File: src/bfa_pkg.sv
// ----------------------------------------------------------------------------
// bfa_pkg
// Shared types and constants for the first-free bitmap allocator: request and
// status codes, register indexes, bitmap word geometry and the
// controller/datapath command and status structs.
// ----------------------------------------------------------------------------
package bfa_pkg;

    // bitmap word geometry
    localparam int WORD_W    = 64;
    localparam int BIT_W     = 6;
    localparam int GRP_W     = 8;
    localparam int GRP_N     = WORD_W / GRP_W;
    localparam int IDX_W     = 12;
    localparam int CNT_W     = 13;
    localparam int IDX_LIMIT = 4096;

    // request codes
    localparam int REQ_W = 2;
    localparam logic [REQ_W-1:0] REQ_ALLOC = 2'd0;
    localparam logic [REQ_W-1:0] REQ_FREE  = 2'd1;
    localparam logic [REQ_W-1:0] REQ_MARK  = 2'd2;

    // status codes
    localparam int ST_W = 2;
    localparam logic [ST_W-1:0] ST_OK    = 2'd0;
    localparam logic [ST_W-1:0] ST_FULL  = 2'd1;
    localparam logic [ST_W-1:0] ST_RANGE = 2'd2;

    // configuration register indexes
    localparam int CFG_IDX_W = 1;
    localparam logic [CFG_IDX_W-1:0] CFG_ENTRY_COUNT = 1'd0;
    localparam logic [CFG_IDX_W-1:0] CFG_FIRST_INDEX = 1'd1;

    // controller to datapath commands
    typedef struct packed {
        logic            load_req;
        logic            load_cand;
        logic            load_word;
        logic            rd_req;
        logic            rd_found;
        logic            wr;
        logic            retry;
        logic            set_res;
        logic [ST_W-1:0] res_st;
        logic            out_load;
    } t_dp_cmd;

    // datapath to controller status
    typedef struct packed {
        logic [REQ_W-1:0] req;
        logic             in_range;
        logic             found;
        logic             word_past;
    } t_dp_stat;

    // lowest set bit of an 8-bit vector
    function automatic logic [2:0] ff8(input logic [7:0] v);
        logic [2:0] r;
        r = 3'd0;
        for (int i = 7; i >= 0; i--) begin
            if (v[i]) begin
                r = 3'(i);
            end
        end
        return r;
    endfunction

endpackage

File: src/bfa_ctrl.sv
// ----------------------------------------------------------------------------
// bfa_ctrl
// Allocator controller: sequences the word search, the bit search and the
// read-modify-write of the bitmap, and owns the input stall and the output
// valid flag.
// ----------------------------------------------------------------------------
module bfa_ctrl (
    input  logic               i_clk,
    input  logic               i_rst_n,
    input  logic               i_in_valid,
    output logic               o_in_stall,
    output logic               o_out_valid,
    input  logic               i_out_stall,
    input  bfa_pkg::t_dp_stat  i_stat,
    output bfa_pkg::t_dp_cmd   o_cmd
);
    import bfa_pkg::*;

    localparam logic [2:0] S_IDLE = 3'd0;
    localparam logic [2:0] S_DISP = 3'd1;
    localparam logic [2:0] S_CGRP = 3'd2;
    localparam logic [2:0] S_WORD = 3'd3;
    localparam logic [2:0] S_WGRP = 3'd4;
    localparam logic [2:0] S_RMW  = 3'd5;
    localparam logic [2:0] S_DONE = 3'd6;

    logic [2:0] r_state;
    logic [2:0] n_state;
    logic       r_out_valid;
    logic       n_out_valid;
    logic       accept;
    t_dp_cmd    cmd;

    assign accept = i_in_valid && (r_state == S_IDLE);

    // next state and datapath commands
    always_comb begin
        n_state = r_state;
        cmd     = '0;
        case (r_state)
            S_IDLE: begin
                if (accept) begin
                    cmd.load_req = 1'b1;
                    n_state      = S_DISP;
                end
            end
            S_DISP: begin
                if (i_stat.req == REQ_ALLOC) begin
                    cmd.load_cand = 1'b1;
                    n_state       = S_CGRP;
                end else if ((i_stat.req == REQ_FREE || i_stat.req == REQ_MARK)
                             && i_stat.in_range) begin
                    cmd.rd_req = 1'b1;
                    n_state    = S_RMW;
                end else begin
                    cmd.set_res = 1'b1;
                    cmd.res_st  = ST_RANGE;
                    n_state     = S_DONE;
                end
            end
            S_CGRP: begin
                if (i_stat.found) begin
                    cmd.rd_found = 1'b1;
                    n_state      = S_WORD;
                end else begin
                    cmd.set_res = 1'b1;
                    cmd.res_st  = ST_FULL;
                    n_state     = S_DONE;
                end
            end
            S_WORD: begin
                cmd.load_word = 1'b1;
                n_state       = S_WGRP;
            end
            S_WGRP: begin
                if (i_stat.found) begin
                    cmd.wr      = 1'b1;
                    cmd.set_res = 1'b1;
                    cmd.res_st  = ST_OK;
                    n_state     = S_DONE;
                end else if (i_stat.word_past) begin
                    cmd.set_res = 1'b1;
                    cmd.res_st  = ST_FULL;
                    n_state     = S_DONE;
                end else begin
                    cmd.retry = 1'b1;
                    n_state   = S_DISP;
                end
            end
            S_RMW: begin
                cmd.wr      = 1'b1;
                cmd.set_res = 1'b1;
                cmd.res_st  = ST_OK;
                n_state     = S_DONE;
            end
            S_DONE: begin
                if (!r_out_valid || !i_out_stall) begin
                    cmd.out_load = 1'b1;
                    n_state      = S_IDLE;
                end
            end
            default: begin
                n_state = S_IDLE;
            end
        endcase
    end

    // output valid flag
    always_comb begin
        if (cmd.out_load) begin
            n_out_valid = 1'b1;
        end else if (!i_out_stall) begin
            n_out_valid = 1'b0;
        end else begin
            n_out_valid = r_out_valid;
        end
    end

    always_ff @(posedge i_clk) begin
        if (!i_rst_n) begin
            r_state     <= S_IDLE;
            r_out_valid <= 1'b0;
        end else begin
            r_state     <= n_state;
            r_out_valid <= n_out_valid;
        end
    end

    assign o_in_stall  = (r_state != S_IDLE);
    assign o_out_valid = r_out_valid;
    assign o_cmd       = cmd;

`ifndef ASSERT_OFF
    // an accepted transaction is dispatched next
    a_accept_disp: assert property (@(posedge i_clk) disable iff (!i_rst_n)
        accept |=> (r_state == S_DISP))
        else $error("accepted transaction not dispatched");

    // the output register is only loaded when free or being drained
    a_out_free: assert property (@(posedge i_clk) disable iff (!i_rst_n)
        cmd.out_load |-> (!r_out_valid || !i_out_stall))
        else $error("result overwrote a pending result");

    // a settled result always goes to the output stage
    a_res_done: assert property (@(posedge i_clk) disable iff (!i_rst_n)
        cmd.set_res |=> (r_state == S_DONE))
        else $error("result settled without delivery");
`endif

endmodule

File: config.mk
export PLATFORM = sky130hd
export DESIGN_NAME = bfa_ctrl
export DESIGN_NICKNAME = d
export VERILOG_FILES = /design/src/bfa_pkg.sv /design/src/bfa_ctrl.sv
export SDC_FILE = /design/constraint.sdc
export NUM_CORES = 1
export LEC_CHECK = 0
export ABC_AREA = 1
export ABC_CLOCK_PERIOD_IN_PS = 2600
export BUFFER_PORTS_ARGS = -buffer_cell sky130_fd_sc_hd__buf_2
export CORE_AREA = 5 5 42 44
export CTS_CLUSTER_DIAMETER = 30
export DETAILED_ROUTE_END_ITERATION = 8
export DIE_AREA = 0 0 47 49
export SETUP_SLACK_MARGIN = 0.3
export SYNTH_ARGS = -nofsm -noshare
export SYNTH_HDL_FRONTEND = slang
export SYNTH_SLANG_ARGS = --single-unit
File: constraint.sdc
create_clock -name i_clk -period 2.6 [get_ports i_clk]
set_input_delay 0.13 -clock i_clk [delete_from_list [all_inputs] [get_ports i_clk]]
set_output_delay 0.13 -clock i_clk [all_outputs]
set_load 0.01 [all_outputs]
==> results.txt <==
Clock Skews = 2.66 ps
CTS tree = done
Top Layer Used = met3
Critical Path End Type = output pin
number of instances in the placed design = 100
number of remaining DRC errors = 0
CP required = 2470 ps
Max clock buf depth = 2
Net Sw Frac = 49.5%
CP arrival = 1240 ps
r2r startpoint = r_state[1]
FF-to-FF path depth = 6
worst-path fanout max = 7
total gr overflow = 0
first-pass GRT wire length = 1480 µm
overall die width = 47 µm
crit path from = r_state[0]
proportion of layout cells with a drive suffix above 1 = 33.3%
P_sw = 0.240 mW
R2R Path End = r_state[0]
post-CTS resize count = 0
slew margin rel. = 83.5%
Post-CTS Hold Fix Bufs = 0
PnR worst setup slack = 1230 ps
IO Count = 22
Final Critical Period = 1370 ps
RSZ-0062 raised after global routing = no
max frequency = 732 MHz
DR WL met3 = 76 µm
Vias per Instance = 4.21
Comb pwr share = 60.3%
Pre-antenna DRT Iters = 4
IO buf count = 21
initial antenna violation count = 0
fin. max-slew vios = 0
WL met1 = 414 µm
most frequent cells in the layout = 21 x buf_2, 14 x nand2_1, 11 x inv_1, 10 x nor2_1, 6 x nand3_1
crit path kind = flip-flop to output pin
Reg power frac = 24.5%
Sink Count = 4
clock power share = 15.2%
Leak Pwr = 0.308 nW
actual slew at the worst max-slew pin = 247 ps
mapped cell area = 359 µm²
final worst path period share = 52.5%
DP Worst Slack = 1490 ps
Cell Count, Final, Fillers Out = 103
Ys Warns = 0
final net count = 99
RePlAce Congestion = 0.778
vias in the first global route = 390
H-tree depth = 1
die height = 49 µm
clock root buffer = clkbuf_4
P&R area growth vs syn = 39.0%
total number of vias = 434
Max-cap violations = 0
VDD IR max = 0.467 mV
Syn Nets = 74
met2 WL post-DR = 443 µm
largest net degree at the start of global routing = 8
drt total wl = 933 µm
Cells after Synth = 64
Final Hold Vio Count = 0
average size of a mapped cell = 5.61 µm²
Power Dens Cells = 971 nW/µm²
latest clock arrival within the worst-skew pair = 230 ps
crit path launch type = flip-flop
Hold Path Class = primary input to flip-flop
core area = 1400 µm²
cell-internal power = 0.245 mW
antenna viol nets, final = 0
Finished Cell Area = 499 µm²
synthesized flop and latch total = 4
Initial Util = 25.6%
status = complete, no violations
Post-DP Area = 477 µm²
cell row count = 14
Seq/Total Area, Yosys = 22.3%
post-CTS setup buffer count = 0
Total Neg Setup Slack = 0 ps
Final Setup Violations = 0
reg2reg setup slack = 1500 ps
Setup crit end = o_cmd[3]
Routed WL per cell = 9.06 µm
commonest non-fill, non-tap cell in the layout = buf_2
Tot GR Track Use = 8.31%
detailed placement HPWL = 804 µm
initial drt markers = 8
Antenna diodes = 0
TritonCTS Buffers = 3
die area = 2300 µm²
clock-pin slew on the worst setup and hold paths = 40 ps
Cell variety after synth = 16
## flip-flops by register name (all words and copies together) (netlist names)
register     cells
r_state          3
o_out_valid      1
## synthesized netlist by cell type (all sizes together)
cell type   n  area, µm²
nor3        3       15.0
dfxtp       4       80.1
o21a        1       7.51
ha          1       12.5
nand4       3       18.8
nand3       6       30.0
nor2       12       55.1
o21ai       5       25.0
buf         1       7.51
inv        13       48.8
nand2      15       58.8
## cells by family (layout without fill, tap and decap cells)
group / count (synthesis) / after routing / share of synthesized area, %
flip-flops: 4 / 4 / 22.3
AO/OA/AOI/OAI: 6 / 6 / 9.06
buffers and inverters: 14 / 37 / 15.7
adder cells (fa/ha/maj): 1 / 1 / 3.48
AND/OR/NAND/NOR: 39 / 39 / 49.5
## power groups by stage
stage               Clock (mW)  Sequential (mW)  Combinational, mW
detailed placement           0            0.118              0.295
global route            0.0859            0.123              0.333
finish                  0.0738            0.119              0.292
floorplan                    0            0.113              0.201
global placement             0            0.118              0.297
CTS                     0.0783            0.117              0.297
## metrics by stage
stage	power [mW]	hold slack, ps	utilization (%)
floorplan	0.314	228	-
global placement	0.415	366	34.0
detailed placement	0.412	376	34.0
CTS	0.492	137	35.6
global route	0.542	153	35.6
finish	0.485	143	35.6
## how the worst min path moves through the flow
stage          startpoint         end  slack, ps  cells after the start
2_1_floorplan     i_rst_n  r_state[1]        230                      2
3_3_place_gp      i_rst_n  r_state[2]        370                      3
3_5_place_dp      i_rst_n  r_state[1]        380                      3
4_1_cts           i_rst_n  r_state[1]        140                      3
5_1_grt           i_rst_n  r_state[1]        150                      3
6_report          i_rst_n  r_state[1]        140                      3
## cell type report
| type | instances | area (µm²) |
|---|---|---|
| Fill cell | 172 | 902 |
| Inverter | 13 | 48.8 |
| Clock buffer | 3 | 22.5 |
| Tap cell | 16 | 20.0 |
| Sequential cell | 4 | 80.1 |
| Multi-Input combinational cell | 46 | 223 |
| Timing Repair Buffer | 21 | 105 |
## critical path: stages (launching register included)
cell and delay [ps]:
dfxtp_1 430, nand2_1 90, nor2_2 160, nand3_1 120
nand3_1 80, buf_2 130
## per-layer routing
layer | track usage (%) | vias up
li1 | - | 247
met1 | 11.2 | 175
met2 | 12.0 | 12
met3 | 1.85 | 0
met4 | 4.15 | 0
met5 | 0 | -
Note: power is estimated with default switching activity, not from simulation.
